<file path="src/hdl/fmpf_pkg.sv">
// Shared types, constants and match functions for the first-match packet filter.
// Used by the controller, datapath and top level of the filter; depends on nothing else.
package fmpf_pkg;

    localparam int RULES_DEFAULT = 64;

    localparam logic [7:0] PROTO_ANY  = 8'd0;
    localparam logic [7:0] PROTO_ICMP = 8'd1;
    localparam logic [7:0] PROTO_TCP  = 8'd6;
    localparam logic [7:0] PROTO_UDP  = 8'd17;

    localparam logic [5:0] PREFIX_FULL = 6'd32;

    localparam logic MODE_APPEND   = 1'b0;
    localparam logic MODE_CLASSIFY = 1'b1;

    localparam logic STATUS_OK   = 1'b0;
    localparam logic STATUS_FULL = 1'b1;

    localparam logic VERDICT_DROP   = 1'b0;
    localparam logic VERDICT_ACCEPT = 1'b1;

    // Input word, first field in the lowest bits.
    typedef struct packed {
        logic [2:0]  pad;
        logic        rule_action;
        logic [15:0] dst_port;
        logic [15:0] src_port;
        logic [7:0]  protocol;
        logic [5:0]  dst_prefix;
        logic [5:0]  src_prefix;
        logic [31:0] dst_addr;
        logic [31:0] src_addr;
    } t_in_data;

    typedef struct packed {
        logic direction;
        logic mode;
    } t_in_user;

    // Result word, first field in the lowest bits.
    typedef struct packed {
        logic [6:0] pad;
        logic       status;
        logic [5:0] rule_number;
        logic       matched;
        logic       verdict;
    } t_out_data;

    localparam int IN_DATA_W  = $bits(t_in_data);
    localparam int IN_USER_W  = $bits(t_in_user);
    localparam int OUT_DATA_W = $bits(t_out_data);

    // One stored rule; addresses are kept pre-masked, masks as prefix lengths.
    typedef struct packed {
        logic [31:0] src_value;
        logic [31:0] dst_value;
        logic [5:0]  src_prefix;
        logic [5:0]  dst_prefix;
        logic [7:0]  proto;
        logic [15:0] port;
        logic        verdict;
    } t_rule;

    localparam int RULE_W = $bits(t_rule);

    // Controller to datapath.
    typedef struct packed {
        logic start;
        logic write;
        logic issue;
        logic capture;
        logic load;
    } t_cmd;

    // Datapath to controller.
    typedef struct packed {
        logic full;
        logic more;
        logic walk_done;
        logic out_free;
    } t_sts;

    function automatic logic [31:0] prefix_mask(input logic [5:0] p);
        logic [5:0] sat;
        sat = (p > PREFIX_FULL) ? PREFIX_FULL : p;
        return ~(32'hFFFF_FFFF >> sat);
    endfunction

    function automatic logic rule_hit(input t_rule r, input logic [31:0] sa,
                                      input logic [31:0] da, input logic [7:0] proto,
                                      input logic [15:0] sp, input logic [15:0] dp);
        logic [31:0] ms;
        logic [31:0] md;
        logic        src_eq;
        logic        dst_eq;
        logic        src_any;
        logic        dst_any;
        logic        addr_ok;
        logic        proto_ok;
        ms      = sa & prefix_mask(r.src_prefix);
        md      = da & prefix_mask(r.dst_prefix);
        src_eq  = (ms == r.src_value);
        dst_eq  = (md == r.dst_value);
        src_any = (r.src_value == 32'd0);
        dst_any = (r.dst_value == 32'd0);
        addr_ok = (src_eq && (dst_any || dst_eq)) || (dst_eq && (src_any || src_eq)) ||
                  (src_any && dst_any);
        if (r.proto == PROTO_ANY) begin
            proto_ok = 1'b1;
        end else if (r.proto != proto) begin
            proto_ok = 1'b0;
        end else if (r.proto == PROTO_ICMP) begin
            proto_ok = 1'b1;
        end else if (r.proto == PROTO_TCP || r.proto == PROTO_UDP) begin
            proto_ok = (r.port == sp) || (r.port == dp);
        end else begin
            proto_ok = 1'b0;
        end
        return addr_ok && proto_ok;
    endfunction

endpackage

</file>
<file path="src/hdl/fmpf_ctrl.sv">
// Sequencer for the packet filter: accepts a word, runs append or rule walk, delivers.
// Depends on fmpf_pkg for the command and status structs.
module fmpf_ctrl (
    input  logic          i_clk,
    input  logic          i_rst_n,
    input  logic          i_in_valid,
    input  logic          i_in_mode,
    output logic          o_in_ready,
    input  fmpf_pkg::t_sts i_sts,
    output fmpf_pkg::t_cmd o_cmd
);

    typedef enum logic [1:0] {
        ST_IDLE,
        ST_APPEND,
        ST_WALK,
        ST_DELIVER
    } t_state;

    t_state r_state;
    t_state n_state;

    always_comb begin
        n_state = r_state;
        o_cmd   = '0;
        case (r_state)
            ST_IDLE: begin
                if (i_in_valid) begin
                    o_cmd.start = 1'b1;
                    n_state     = (i_in_mode == fmpf_pkg::MODE_CLASSIFY) ? ST_WALK : ST_APPEND;
                end
            end
            ST_APPEND: begin
                o_cmd.write   = !i_sts.full;
                o_cmd.capture = 1'b1;
                n_state       = ST_DELIVER;
            end
            ST_WALK: begin
                if (i_sts.walk_done) begin
                    o_cmd.capture = 1'b1;
                    n_state       = ST_DELIVER;
                end else begin
                    o_cmd.issue = 1'b1;
                end
            end
            ST_DELIVER: begin
                if (i_sts.out_free) begin
                    o_cmd.load = 1'b1;
                    n_state    = ST_IDLE;
                end
            end
            default: begin
                n_state = ST_IDLE;
            end
        endcase
    end

    always_ff @(posedge i_clk) begin
        if (!i_rst_n) begin
            r_state <= ST_IDLE;
        end else begin
            r_state <= n_state;
        end
    end

    assign o_in_ready = (r_state == ST_IDLE);

endmodule

</file>
<file path="config.mk">
export PLATFORM = sky130hd
export DESIGN_NAME = fmpf_ctrl
export DESIGN_NICKNAME = d
export VERILOG_FILES = /design/src/hdl/fmpf_pkg.sv /design/src/hdl/fmpf_ctrl.sv
export SDC_FILE = /design/constraint.sdc
export NUM_CORES = 1
export LEC_CHECK = 0
export ABC_AREA = 1
export BUFFER_PORTS_ARGS = -buffer_cell sky130_fd_sc_hd__buf_4
export CAP_MARGIN = 20
export CORE_AREA = 2 2 39 41
export DETAILED_ROUTE_END_ITERATION = 8
export DIE_AREA = 0 0 41 43
export HOLD_SLACK_MARGIN = 0.12
export SETUP_SLACK_MARGIN = 0.2
export SKIP_CTS_REPAIR_TIMING = 1
export SLEW_MARGIN = 5
export SYNTH_ARGS = -nofsm -noshare
export SYNTH_HDL_FRONTEND = slang
export SYNTH_SLANG_ARGS = --single-unit
</file>
<file path="constraint.sdc">
create_clock -name i_clk -period 1.3 [get_ports i_clk]
set_input_delay 0.065 -clock i_clk [delete_from_list [all_inputs] [get_ports i_clk]]
set_output_delay 0.065 -clock i_clk [all_outputs]
set_load 0.02 [all_outputs]
</file>
# Word level (Yosys, flattened, before mapping)
# Index checks and enable logic that the tools add are counted.
[op_classes]
n_reduce_logical = 3
muxes = 14
eq_ne = 6
[op_table]
columns = ["operator", "n"]
rows = [
  ["two-way mux 1 bit", 8],
  ["two-way mux 2 bit", 4],
  ["one-hot mux 2 bit (4 select lines)", 1],
  ["inequality test 2 bit, second input constant", 3],
  ["== test 2 bit, second input constant", 2],
  ["AND reduction 3 bit", 1],
  ["== test 2 x 1 -> 1 bit, second input constant", 1],
  ["logical NOT 2 bit", 1],
  ["one-hot mux 1 bit (2 select lines)", 1],
  ["logical NOT 1 bit", 1],
]
[word_totals]
regBits = 2
output_inout_bits = 6
inputBits = 8
elab_cells = 24

# Depth between registers and ports, before layout
# Gate-level depths: netlist of run 1.
[logic_depth]
ltp_word = 3
ltp_mapped = 7
depth_no_buf = 7

# Worst setup path before layout of run 1
# OpenSTA, ideal clock, no wires.
[synth_timing]
path_kind = "register to output"
from = "reg r_state[0]"
to = "out o_cmd[1] (netlist bit)"
t_arrival_ns = 1.203
path_buffers = 0
path_slack_ns = 0.032
required_ns = 1.235
stages_incl_launch_ff = 4
path_cell_list = "dfxtp_1 > inv_1 > ha_1 > a21boi_0"
[synth_rtl]
columns = ["item", "line_no", "source"]
rows = [
  ["from (decl)", "fmpf_ctrl.sv:20", "t_state r_state;"],
  ["from (signal assigned)", "fmpf_ctrl.sv:62", "r_state <= n_state;"],
  ["to (decl)", "fmpf_ctrl.sv:10", "output fmpf_pkg::t_cmd o_cmd"],
]

==> run_results.csv, run 1 <==
group,metric,value,unit
run_status,status,"completed",
power,worst_ir_drop_vdd,520,uV
worst_setup_path,reg2reg_to,"r_state[1]$_SDFFE_PN0P_",
worst_setup_path,cp.required,1.24,ns
worst_hold_path,whs_path_depth,4,
power,p_per_area,2350,nW/um^2
worst_setup_path,path_max_fanout,3,
synthesis,ys_seq_elements,2,
worst_setup_path,cp-start-kind,"register",
worst_hold_path,hp-class,"input pin to register",
worst_hold_path,min_delay_worst_endpoint,"r_state[0]$_SDFFE_PN0P_",
grt,grt_max_degree,6,
final_layout,final_util,34.5,%
placement,placed_area,335,sq um
synthesis,postSynthAreaPerCell,6.02,sq um
power,power_frac_comb,74.9,%
route,viasPerCell,3.71,
worst_setup_path,critPathLaunch,"r_state[0]$_SDFFE_PN0P_",
final_layout,largest-register,"r_state",
timing,slew_violations,0,
route,drc,0,
synthesis,synth_cells,37,
timing,final-hold-violation-count,0,
synthesis,synthSimpleGateAreaFrac,37.1,%
synthesis,synth_xor_area_share,0,%
placement,port_buffers,12,
synthesis,synth.cell_area,223,sq um
final_layout,fin_nets,71,
floorplan,design.die.area,1760,sq um
synthesis,seq_area_frac_synth,18.0,%
floorplan,die_h,43,microns
final_layout,fin_area,478,sq um
synthesis,yosysWarnings,0,
placement,gp_congestion,0.669,
grt,antenna_found_initial,0,
timing,max-slew-margin-rel,93.0,%
clocking,numCtsBuffers,3,
final_layout,num-fill-cells,151,
placement,dp_hpwl,374,microns
power,netSwitchingFraction,43.9,%
route,ant_nets,0,
final_layout,layout_common_cells,"12 x buf_4, 8 x nand2_1, 5 x inv_1, 5 x nor2_1",
floorplan,floorplan.initialDensity,16.1,%
worst_setup_path,cp-end-kind,"output port",
timing,rsz0062_at_grt,"yes",
grt,grt_pass1_vias,183,
worst_setup_path,worstReg2RegStart,"r_state[1]$_SDFFE_PN0P_",
clocking,cts_max_path_buffers,2,
timing,max_freq,0.817,GHz
final_layout,layout_commonest_cell,"buf_4",
power,p_total,1.12,mW
final_layout,reg_top3,"r_state (2)",
final_layout,largest_reg_flops,2,
clocking,cts_tree,"yes",
floorplan,fp.coreArea,1380,sq um
timing,min_period_over_period,94.2,%
grt,grt-ovfl-total,0,
worst_setup_path,path_class,"register to output port",
clocking,root_buffer,"clkbuf_4",
power,seq_power_share,12.4,%
power,net-switching-power,0.492,mW
synthesis,synth_cell_types,9,
final_layout,diodes,0,
clocking,path_clk_slew,0.03,ns
grt,grt_pass1_wl,641,microns
worst_hold_path,hold_start,"i_in_mode",
route,firstDrtPassIters,6,
floorplan,die_x,41,microns
route,num_vias,271,
job,drv_cap,0,
power,clockPowerShare,12.7,%
timing,finalSetupViolCount,0,
synthesis,synth_nets,49,
timing,tightest_slew,0.104,ns
power,p_int,0.629,mW
power,p_leak,0.263,nW
synthesis,synth_fa_ha_area_share,22.5,%
timing,period_needed,1.22,ns
grt,track_usage,6.31,%
floorplan,pin_count,14,
synthesis,synthMuxAreaShare,0,%
clocking,clk_latency,0.23,ns
synthesis,synth_compound_area_share,5.62,%
floorplan,fp-row-count,14,
worst_setup_path,ff2ff_path_depth,7,
synthesis,synth_top_family_by_area,"simple AND/OR/NAND/NOR gates",
route,routedWlPerCell,8.04,microns
worst_setup_path,critPathArrivalTime,1.16,ns
route,wl,587,microns
final_layout,syn_to_final_growth,115,%
clocking,htreeDepth,1,
worst_setup_path,ff2ff_setup_slack,0.18,ns
clocking,clkSinkCount,2,
timing,skew,0.00747,ns
route,drtIter0Drc,3,
final_layout,final_layout_size_suffix_gt1_share,66.7,%
## worst max-delay path, stage by stage (launching register included)
cell and delay, ns:
dfxtp_2 0.34, inv_4 0.05, ha_4 0.25, a21boi_2 0.15, buf_6 0.13
## cell usage after synthesis
library cell | number | area (sq um)
dfxtp_1 | 2 | 40.0
nor2_1 | 5 | 18.8
nand2_2 | 2 | 12.5
o21ai_1 | 1 | 5.00
ha_1 | 4 | 50.1
a21boi_0 | 1 | 7.51
nand2_1 | 11 | 41.3
nand3_2 | 1 | 10.0
inv_1 | 10 | 37.5
## power by group through the flow
stage / Combinational (mW) / Clock [mW] / Sequential [mW]
6_report: 0.840 / 0.142 / 0.139
5_1_grt: 0.920 / 0.152 / 0.140
4_1_cts: 0.533 / 0.149 / 0.115
3_5_place_dp: 0.531 / 0 / 0.115
3_3_place_gp: 0.527 / 0 / 0.114
2_1_floorplan: 0.377 / 0 / 0.110
## area by class of cell
| type | count | area (sq um) | share of cell area (%) |
|---|---|---|---|
| clock buffer | 3 | 22.5 | 4.71 |
| inverter | 10 | 42.5 | 8.90 |
| multi-input combinational | 25 | 203 | 42.4 |
| sequential | 2 | 45.0 | 9.42 |
| tap | 16 | 20.0 | 4.19 |
| timing repair buffer | 17 | 145 | 30.4 |
## per-stage QoR
| stage | TNS, ns | setup slack (ns) | hold slack (ns) | instances |
|---|---|---|---|---|
| floorplan | 0 | 0.150 | 0.185 | 37 |
| global placement | 0 | 0.182 | 0.311 | 65 |
| detailed placement | 0 | 0.180 | 0.312 | 65 |
| CTS | -0.0659 | -0.0659 | 0.0714 | 68 |
| global route | 0 | 0.0288 | 0.167 | 73 |
| finish | 0 | 0.0758 | 0.137 | 73 |
## kinds of logic after synthesis
kind of cell | after synthesis
adder cells (fa/ha/maj) | 4
AO/OA/AOI/OAI | 2
AND/OR/NAND/NOR | 19
flip-flops | 2
buffers and inverters | 10
## worst max-delay path by stage
stage	end	slack, ns	cells past startpoint
floorplan	o_cmd[1]	0.15	3
detailed placement	o_cmd[1]	0.18	4
global placement	o_cmd[1]	0.18	4
CTS	o_cmd[1]	-0.07	4
global route	o_cmd[1]	0.03	5
finish	o_cmd[1]	0.08	4
## routing by layer
layer / share of wire, % / track usage (%)
met4: 1.4 / 10.0
met1: 34 / 5.10
met3: 9.0 / 3.14
met5: 0 / 0
met2: 55 / 8.13
Note: power is estimated with default switching activity, not from simulation.
==> inputs of run 2 (changes only) <==
- CTS_BUF_LIST: default -> sky130_fd_sc_hd__clkbuf_8
- PLACE_DENSITY_LB_ADDON: default -> 0.3
==> run_results.csv, run 2 (synthesis gave the netlist of run 1 again) <==
group,metric,value,unit
run_status,status,"completed",
final_layout,fin_area,495,sq um
route,viasPerCell,3.78,
clocking,numCtsBuffers,3,
route,routedWlPerCell,7.97,microns
timing,slew_violations,0,
worst_setup_path,critPathArrivalTime,1.15,ns
floorplan,design.die.area,1760,sq um
route,wl,574,microns
route,num_vias,272,
final_layout,fin_nets,70,
placement,port_buffers,12,
route,drtIter0Drc,1,
final_layout,diodes,0,
clocking,htreeDepth,1,
timing,finalSetupTns,0,ns
placement,placed_area,335,sq um
clocking,path_clk_slew,0.03,ns
timing,min_period_over_period,93.8,%
worst_setup_path,ff2ff_path_depth,6,
final_layout,final_layout_size_suffix_gt1_share,64.3,%
job,drv_cap,0,
power,p_per_area,2430,nW/um^2
final_layout,finalNonFillerCells,72,
timing,max_freq,0.820,GHz
worst_setup_path,path_class,"register to output port",
placement,dp_hpwl,372,microns
power,p_total,1.20,mW
clocking,root_buffer,"clkbuf_8",
clocking,cts_max_path_buffers,2,
timing,tightest_slew,0.104,ns
timing,finalSetupViolCount,0,
worst_setup_path,path_max_fanout,3,
worst_setup_path,cp-start-kind,"register",
final_layout,layout_common_cells,"11 x buf_4, 9 x nand2_1, 5 x inv_2",
power,p_leak,0.269,nW
timing,rsz0062_at_grt,"yes",
floorplan,die_x,41,microns
floorplan,fp.coreArea,1380,sq um
clocking,clk_latency,0.21,ns
power,worst_ir_drop_vdd,863,uV
final_layout,largest-register,"r_state",
final_layout,layout_commonest_cell,"buf_4",
final_layout,syn_to_final_growth,122,%
grt,antenna_found_initial,0,
final_layout,largest_reg_flops,2,
grt,grt-ovfl-total,0,
floorplan,fp-row-count,14,
route,drc,0,
timing,skew,0.000973,ns
grt,grt_pass1_vias,218,
worst_hold_path,whs_path_depth,4,
timing,final-hold-violation-count,0,
clocking,cts_tree,"yes",
grt,grt_max_degree,6,
grt,grt_pass1_wl,765,microns
floorplan,floorplan.initialDensity,16.1,%
placement,gp_congestion,0.633,
timing,period_needed,1.22,ns
worst_setup_path,cp.required,1.24,ns
route,ant_nets,0,
placement,dp_cells,65,
route,firstDrtPassIters,3,
worst_hold_path,hp-class,"input pin to register",
final_layout,reg_top3,"r_state (2)",
grt,track_usage,6.71,%
floorplan,pin_count,14,
floorplan,die_h,43,microns
clocking,clkSinkCount,2,
timing,max-slew-margin-rel,93.0,%
worst_setup_path,cp-end-kind,"output port",
## run 2: cell count changes in the layout (fill, tap and decap cells not counted), sizes merged
cell,previous run,this run
buf,16,15
## run 2: routing by layer
layer  up-vias  share of wire (%)  global-route usage (%)
li1        143                  -                       -
met1       117                 36                    8.63
met2        10                 55                    7.81
met3         2                7.8                    3.14
met4         0                1.4                    6.00
met5         -                  0                       0
## run 2: worst max-delay path: stages (launching register included)
cell	delay [ns]
dfxtp_4	0.35
inv_4	0.05
ha_4	0.25
a21boi_4	0.16
buf_6	0.13
## run 2: cell type report
class | count | area [sq um]
sequential | 2 | 47.5
timing repair buffer | 16 | 138
inverter | 10 | 40.0
fill | 158 | 888
tap | 16 | 20.0
clock buffer | 3 | 41.3
multi-input combinational | 25 | 209
## run 2: through the flow
step | hold WS (ns) | setup slack, ns | utilization [%]
after global placement | 0.314 | 0.167 | 24.2
after floorplan | 0.185 | 0.150 | -
after detailed placement | 0.307 | 0.168 | 24.2
after CTS | 0.0879 | -0.0601 | 27.2
final | 0.176 | 0.0804 | 35.8
after global routing | 0.209 | 0.0297 | 35.8
## run 2: worst paths after layout
check | from | end | slack (ns)
max reg2reg | r_state[1]$_SDFFE_PN0P_ | r_state[0]$_SDFFE_PN0P_ | 0.24
min | i_in_mode | r_state[0]$_SDFFE_PN0P_ | 0.18
min reg2reg | r_state[1]$_SDFFE_PN0P_ | r_state[1]$_SDFFE_PN0P_ | 0.68
max | r_state[0]$_SDFFE_PN0P_ | o_cmd[1] | 0.08
## run 2: power by group
| part | total [mW] | internal [mW] | switching, mW |
|---|---|---|---|
| clock | 0.245 | 0.196 | 0.0493 |
| combinational | 0.817 | 0.403 | 0.414 |
| sequential | 0.142 | 0.109 | 0.0327 |
